**src/rtl/core/ppm_pkg.sv**
```systemverilog
// Shared types and constants of the particle pool manager.
// Holds the controller/datapath command and status structs and the direction table.
// No dependencies.
`timescale 1ns / 1ps
`default_nettype none

package ppm_pkg;

  // Request codes
  localparam logic [1:0] REQ_FIRE    = 2'd0;
  localparam logic [1:0] REQ_TICK    = 2'd1;
  localparam logic [1:0] REQ_REVERSE = 2'd2;
  localparam logic [1:0] REQ_READ    = 2'd3;

  // Result status codes
  localparam logic [1:0] ST_OK       = 2'd0;
  localparam logic [1:0] ST_FULL     = 2'd1;
  localparam logic [1:0] ST_BAD_READ = 2'd2;

  // Configuration register indexes
  localparam logic CFG_WIDTH  = 1'b0;
  localparam logic CFG_HEIGHT = 1'b1;

  typedef struct packed {
    logic       capture;
    logic       fs_rd;
    logic       mul_fire;
    logic       fire_commit;
    logic       list_rd_i;
    logic       list_rd_ri;
    logic       obj_rd;
    logic       mul_tick;
    logic       upd_tick;
    logic       tail_wr;
    logic       rev_wr;
    logic       emit;
    logic       emit_entry;
    logic [1:0] emit_status;
  } ppm_cmd_t;

  typedef struct packed {
    logic fs_empty;
    logic i_end;
    logic ri_bad;
    logic cull;
  } ppm_stat_t;

  typedef struct packed {
    logic signed [15:0] c;
    logic signed [15:0] s;
  } ppm_trig_t;

  // Quarter cosine in Q14, round(16384*cos(k*PI/40)) for k = 0..20
  function automatic logic signed [15:0] ppm_qcos(input logic [4:0] k);
    logic signed [15:0] v;
    unique case (k)
      5'd0:    v = 16'sd16384;
      5'd1:    v = 16'sd16333;
      5'd2:    v = 16'sd16182;
      5'd3:    v = 16'sd15931;
      5'd4:    v = 16'sd15582;
      5'd5:    v = 16'sd15137;
      5'd6:    v = 16'sd14598;
      5'd7:    v = 16'sd13970;
      5'd8:    v = 16'sd13255;
      5'd9:    v = 16'sd12458;
      5'd10:   v = 16'sd11585;
      5'd11:   v = 16'sd10641;
      5'd12:   v = 16'sd9630;
      5'd13:   v = 16'sd8561;
      5'd14:   v = 16'sd7438;
      5'd15:   v = 16'sd6270;
      5'd16:   v = 16'sd5063;
      5'd17:   v = 16'sd3825;
      5'd18:   v = 16'sd2563;
      5'd19:   v = 16'sd1285;
      default: v = 16'sd0;
    endcase
    return v;
  endfunction

  // Cosine and sine of step*PI/40 through quadrant symmetry; steps wrap modulo 80
  function automatic ppm_trig_t ppm_trig(input logic [6:0] step);
    logic [6:0]         k;
    logic [1:0]         q;
    logic [4:0]         r;
    logic signed [15:0] a;
    logic signed [15:0] b;
    ppm_trig_t          t;
    k = (step >= 7'd80) ? 7'(step - 7'd80) : step;
    if (k >= 7'd60) begin
      q = 2'd3;
      r = 5'(k - 7'd60);
    end else if (k >= 7'd40) begin
      q = 2'd2;
      r = 5'(k - 7'd40);
    end else if (k >= 7'd20) begin
      q = 2'd1;
      r = 5'(k - 7'd20);
    end else begin
      q = 2'd0;
      r = 5'(k);
    end
    a = ppm_qcos(r);
    b = ppm_qcos(5'(5'd20 - r));
    unique case (q)
      2'd0: begin t.c = a;  t.s = b;  end
      2'd1: begin t.c = -b; t.s = a;  end
      2'd2: begin t.c = -a; t.s = -b; end
      default: begin t.c = b; t.s = -a; end
    endcase
    return t;
  endfunction

endpackage

`default_nettype wire

```
**src/rtl/core/ppm_ctrl.sv**
```systemverilog
// Controller state machine of the particle pool manager.
// Sequences fire, tick, reverse and read requests; depends on ppm_pkg.
`timescale 1ns / 1ps
`default_nettype none

module ppm_ctrl import ppm_pkg::*; (
  input  wire logic       clk,
  input  wire logic       rst,
  input  wire logic       start,
  input  wire logic [1:0] req_type,
  input  wire ppm_stat_t  stat,
  output ppm_cmd_t        cmd,
  output logic            busy
);

  typedef enum logic [11:0] {
    S_IDLE     = 12'b000000000001,
    S_DECODE   = 12'b000000000010,
    S_FIRE_MUL = 12'b000000000100,
    S_FIRE_WR  = 12'b000000001000,
    S_LIST     = 12'b000000010000,
    S_OBJ      = 12'b000000100000,
    S_TMUL     = 12'b000001000000,
    S_TUPD     = 12'b000010000000,
    S_TAIL     = 12'b000100000000,
    S_RWR      = 12'b001000000000,
    S_RD_OBJ   = 12'b010000000000,
    S_RD_OUT   = 12'b100000000000
  } state_t;

  state_t     state;
  state_t     state_next;
  logic [1:0] op;

  // State and request code
  always_ff @(posedge clk) begin
    if (rst) begin
      state <= S_IDLE;
      op    <= REQ_FIRE;
    end else begin
      state <= state_next;
      if (state == S_IDLE && start) begin
        op <= req_type;
      end
    end
  end

  assign busy = (state != S_IDLE);

  // Next state and commands
  always_comb begin
    state_next      = state;
    cmd             = '0;
    cmd.emit_status = ST_OK;
    unique case (state)
      S_IDLE: begin
        if (start) begin
          cmd.capture = 1'b1;
          state_next  = S_DECODE;
        end
      end
      S_DECODE: begin
        unique case (op)
          REQ_FIRE: begin
            if (stat.fs_empty) begin
              cmd.emit        = 1'b1;
              cmd.emit_status = ST_FULL;
              state_next      = S_IDLE;
            end else begin
              state_next = S_FIRE_MUL;
            end
          end
          REQ_READ: begin
            if (stat.ri_bad) begin
              cmd.emit        = 1'b1;
              cmd.emit_status = ST_BAD_READ;
              state_next      = S_IDLE;
            end else begin
              cmd.list_rd_ri = 1'b1;
              state_next     = S_RD_OBJ;
            end
          end
          default: state_next = S_LIST;
        endcase
      end
      S_FIRE_MUL: begin
        cmd.fs_rd    = 1'b1;
        cmd.mul_fire = 1'b1;
        state_next   = S_FIRE_WR;
      end
      S_FIRE_WR: begin
        cmd.fire_commit = 1'b1;
        cmd.emit        = 1'b1;
        state_next      = S_IDLE;
      end
      S_LIST: begin
        if (stat.i_end) begin
          cmd.emit   = 1'b1;
          state_next = S_IDLE;
        end else begin
          cmd.list_rd_i = 1'b1;
          state_next    = S_OBJ;
        end
      end
      S_OBJ: begin
        cmd.obj_rd = 1'b1;
        state_next = (op == REQ_TICK) ? S_TMUL : S_RWR;
      end
      S_TMUL: begin
        cmd.mul_tick = 1'b1;
        state_next   = S_TUPD;
      end
      S_TUPD: begin
        cmd.upd_tick = 1'b1;
        state_next   = stat.cull ? S_TAIL : S_LIST;
      end
      S_TAIL: begin
        cmd.tail_wr = 1'b1;
        state_next  = S_LIST;
      end
      S_RWR: begin
        cmd.rev_wr = 1'b1;
        state_next = S_LIST;
      end
      S_RD_OBJ: begin
        cmd.obj_rd = 1'b1;
        state_next = S_RD_OUT;
      end
      S_RD_OUT: begin
        cmd.emit       = 1'b1;
        cmd.emit_entry = 1'b1;
        state_next     = S_IDLE;
      end
      default: state_next = S_IDLE;
    endcase
  end

endmodule

`default_nettype wire

```
**config.mk**
```make
export PLATFORM = sky130hd
export DESIGN_NAME = ppm_ctrl
export DESIGN_NICKNAME = d
export VERILOG_FILES = /design/src/rtl/core/ppm_pkg.sv /design/src/rtl/core/ppm_ctrl.sv
export SDC_FILE = /design/constraint.sdc
export NUM_CORES = 1
export LEC_CHECK = 0
export BUFFER_PORTS_ARGS = -buffer_cell sky130_fd_sc_hd__buf_2
export CELL_PAD_IN_SITES_DETAIL_PLACEMENT = 0
export CELL_PAD_IN_SITES_GLOBAL_PLACEMENT = 1
export CORE_MARGIN = 2
export CORE_UTILIZATION = 39
export DETAILED_ROUTE_END_ITERATION = 10
export PLACE_DENSITY_LB_ADDON = 0.1
export SLEW_MARGIN = 30
export SYNTH_ARGS = -nofsm -noshare
export SYNTH_HDL_FRONTEND = slang
export SYNTH_SLANG_ARGS = --single-unit
```
**constraint.sdc**
```tcl
create_clock -name clk -period 6.6 [get_ports clk]
set_input_delay 1.32 -clock clk [delete_from_list [all_inputs] [get_ports clk]]
set_output_delay 1.32 -clock clk [all_outputs]
set_load 0.02 [all_outputs]
```
=== Word level (Yosys, flattened, before mapping) ===
Cells that the tools add are included.

* Reduce and logical (&&, ||, !) cells: 5
* Muxes and demuxes: 32
* Equal/unequal tests: 16

{| class="wikitable"
|+ Operators by type and width
! cell !! count
|-
| case mux 12 bit (9 select lines) || 1
|-
| case mux 12 bit (2 select lines) || 1
|-
| two-way mux 1 bit || 18
|-
| equality test 12 x 1 -> 1 bit (second input constant) || 1
|-
| equality test 12 x 10 -> 1 bit (second input constant) || 1
|-
| equality test 12 x 11 -> 1 bit (second input constant) || 1
|-
| equality test 12 bit (second input constant) || 1
|-
| equality test 12 x 2 -> 1 bit (second input constant) || 1
|-
| equality test 12 x 3 -> 1 bit (second input constant) || 1
|-
| equality test 12 x 4 -> 1 bit (second input constant) || 1
|-
| equality test 12 x 5 -> 1 bit (second input constant) || 1
|-
| equality test 12 x 6 -> 1 bit (second input constant) || 1
|-
| equality test 12 x 7 -> 1 bit (second input constant) || 1
|-
| equality test 12 x 8 -> 1 bit (second input constant) || 1
|-
| equality test 12 x 9 -> 1 bit (second input constant) || 1
|-
| two-way mux 12 bit || 1
|-
| != test 12 x 1 -> 1 bit (second input constant) || 1
|-
| two-way mux 11 bit || 1
|-
| two-way mux 10 bit || 1
|-
| two-way mux 9 bit || 1
|-
| two-way mux 2 bit || 3
|-
| two-way mux 6 bit || 1
|-
| OR reduction 2 bit || 3
|-
| case mux 2 bit (2 select lines) || 1
|-
| other kinds (8) || 8
|}

* Logic and storage cells: 55
* Flip-flop bits (word level): 14

=== Logic depth before layout (Yosys ltp) ===
* Depth after elaboration: 3
* Gate-level depth with buffers: 6
* Depth with buffers taken out: 6

=== Worst setup path before layout ===
No wires, ideal clock.

* Path kind: reg-to-output
* From: reg state[4]
* To: out cmd[3] (netlist name)
* Slack: 3062 ps
* Data required time: 5280 ps
* Arrival: 2218 ps
* Stages on the path, launching flop included: 5
* Buffers on the path: 0
* Cell sequence: dfxtp_1 -> nor4_1 -> nand2_1 -> nor4bb_1 -> or3b_1

{| class="wikitable"
|+ RTL lines
! element !! RTL line !! source
|-
| start, declared || ppm_ctrl.sv:31 || <nowiki>state_t state;</nowiki>
|-
| start signal, assigned || ppm_ctrl.sv:41 || <nowiki>state <= state_next;</nowiki>
|-
| end, declared || ppm_ctrl.sv:12 || <nowiki>output ppm_cmd_t cmd,</nowiki>
|}

==> key figures <==
Finish
  – Layout area overhead: 21.8%
  – Reg area: 280 µm²
  – Commonest cells after routing, fill and taps aside: buf_2 (24), nor2_1 (16), dfxtp_1 (14)
  – Nets@finish: 140
  – # diodes: 0
  – Fillcell total: 207
  – Area of the multi-input gates: 551 µm²
  – Post-route cell area: 0.00104 mm²
  – Commonest non-fill, non-tap cell in the layout: buf_2
  – Layout cells sized above 1: 29.1%
  – Final core occ: 51.7%

Route
  – DRT antenna net count: 0
  – Vias/cell: 5.45
  – DR pass1 iterations: 4
  – DRT iter0 DRCs: 20
  – Wire per inst: 13.1 µm
  – Detailed-route via count: 839
  – DRC Markers: 0
  – Final WL: 2.02 mm

Pwr
  – Sw frac: 28.6%
  – LEAKAGE: 0.472 nW
  – NetSw: 55.2 µW
  – P per Cell Area: 186 mW/mm²
  – Sequential Power Share: 47.4%
  – Clock power frac: 32.7%
  – P_int: 138 µW
  – Logic pwr share: 19.8%
  – Worst VDD drop: 109 µV

GRT
  – Initial antenna violation count: 0
  – Vias in the first global route: 756
  – Grt ovf: 0
  – Overall routing resource usage: 17.6%
  – First-pass GRT wire length: 3.46 mm
  – Largest net degree at the start of global routing: 10

Clock tree
  – Worst-path clk slew: 90 ps
  – CTS root buffer: clkbuf_4
  – CTS tree: yes
  – Post-CTS Resized: 0
  – # hold bufs at CTS: 0
  – Clk_lat worst skew: 280 ps
  – Total clock sinks: 14
  – Deepest clock path buffer count: 2
  – H-tree depth: 1
  – Setup Fix Bufs, Post-CTS: 0
  – CTS Buf Count: 3

Setup path
  – Worst-path fanout max: 7
  – Setup Crit Path Kind: flip-flop to primary output
  – Worst setup EP type: primary output
  – WP data required: 5280 ps
  – Setup crit start kind: flip-flop
  – Crit path from: state[1]
  – Reg2Reg Depth: 4
  – RR Startpoint: state[8]
  – Worst path arrival time: 2330 ps

Logic synthesis
  – Total nets after synthesis: 113
  – Syn_area_per_cell: 8.42 µm²
  – Synth Instances: 101
  – Yosys reg bits: 14
  – Yosys warnings: 0
  – Post-Syn Area: 851 µm²
  – Distinct cells, synth: 36
  – Register area share after synthesis: 32.9%

Die
  – Chip height: 50.7 µm
  – Die width: 50.7 µm
  – Rows: 16
  – Core Area: 0.00200 mm²
  – Die area: 0.00257 mm²
  – Initial Utilization: 42.5%
  – Ports: 25

Min path
  – HP Start: op[1]
  – HP Class: flip-flop to flip-flop
  – Hold Path Stages: 2

Place
  – DPL Wire Length: 1.59 mm
  – Placed Instance Area: 1000 µm²
  – Number of port buffers: 24
  – RePlAce Congestion: 0.807

Timing
  – Measured slew at the worst slew-check pin: 764 ps
  – Final Critical Period: 3650 ps
  – RSZ-0062 raised after global routing: false
  – Max-slew violations: 0
  – Endpoints failing hold: 0
  – Final setup viols: 0
  – Achievable Freq: 0.274 GHz
  – Max_slew headroom: 48.6%
  – Sum of negative setup slack: 0 ps
  – Fin crit share: 55.3%
  – Setup Skew: 7.03 ps

Run status
  – Outcome: completed

Flow run
  – Maxcap violations: 0
## registers in the layout (all words and copies together), names as in the netlist
| name | count |
|---|---|
| state | 12 |
| op | 2 |
## metal layers
layer	share of wire [%]	global-route usage, %
met5	0	0
met4	0.45	2.70
met3	4.5	2.68
met2	47	28.3
met1	48	25.3
## power groups by stage
stage	sequential [mW]	clock (mW)	combinational (mW)
final	0.0914	0.0630	0.0383
after global routing	0.0919	0.0693	0.0423
after CTS	0.0915	0.0632	0.0384
after detailed placement	0.0934	0	0.0382
after global placement	0.0933	0	0.0377
after floorplan	0.0923	0	0.0279
## layout make-up
type	count	share of cell area [%]
well taps	27	3.26
clock buffers	4	3.50
inverters	4	1.45
repair buffers	24	11.6
flip-flops and latches	14	27.1
multi-input cells	81	53.1
## synth_stat cells
| library cell | n | area share, % |
|---|---|---|
| and2b_1 | 1 | 0.88 |
| o311ai_0 | 1 | 1.0 |
| or3b_1 | 1 | 1.0 |
| or3_1 | 1 | 0.74 |
| nor4bb_1 | 1 | 1.2 |
| dfxtp_1 | 14 | 33 |
| o21ba_2 | 1 | 1.2 |
| or2_2 | 1 | 0.74 |
| a211o_1 | 1 | 1.0 |
| buf_4 | 1 | 0.88 |
| nand3_1 | 5 | 2.9 |
| and2_1 | 3 | 2.2 |
| nand2_1 | 6 | 2.6 |
| buf_1 | 1 | 0.44 |
| o32ai_1 | 1 | 1.0 |
| nor4_1 | 1 | 0.74 |
| nor4_2 | 3 | 4.4 |
| a31oi_1 | 1 | 0.74 |
| nand2b_1 | 2 | 1.5 |
| or4_1 | 1 | 0.88 |
| and4b_1 | 1 | 1.2 |
| nor4b_1 | 4 | 4.1 |
| nand4_1 | 5 | 3.7 |
| nor3b_1 | 4 | 3.5 |
| nand3b_1 | 1 | 0.88 |
| nor2b_1 | 3 | 2.2 |
| ha_1 | 3 | 4.4 |
| o21bai_1 | 1 | 0.88 |
| or4b_2 | 1 | 1.2 |
| or4_4 | 2 | 2.6 |
| nor3_1 | 5 | 2.9 |
| inv_1 | 4 | 1.8 |
| nor2_1 | 16 | 7.1 |
| xor2_1 | 1 | 1.0 |
| mux2i_1 | 2 | 2.4 |
| o22a_1 | 1 | 1.0 |
## critical path, cell delays in order (launching register included)
cell and delay (ps):
dfxtp_1 450, or4b_2 620, or4_4 450, o22a_1 210, or3b_1 160, buf_2 150
## metrics by stage
step	total power [mW]	hold WS (ps)	std cells	setup slack, ps
after detailed placement	0.132	533	150	3010
final	0.193	547	154	2950
after global placement	0.131	524	150	3010
after global routing	0.204	578	154	2820
after floorplan	0.120	487	101	3060
after CTS	0.193	555	154	2950
## path summary, 6_finish.rpt
| path | end | slack (ps) |
|---|---|---|
| worst min register to register | op[1] | 550 |
| worst max register to register | state[7] | 4550 |
| worst max-delay path | cmd[3] | 2950 |
| worst min-delay path | op[1] | 550 |
## logic make-up (layout without fill, tap and decap cells)
group,Yosys count,after routing,share of synthesized area (%)
flip-flops,14,14,32.9
AND/OR/NAND/NOR,68,68,49.3
AO/OA/AOI/OAI,7,7,6.91
multiplexers,2,2,2.35
buffers and inverters,6,32,3.09
adder cells (fa/ha/maj),3,3,4.41
XOR/XNOR,1,1,1.03
(Power assumes the default switching activity.)
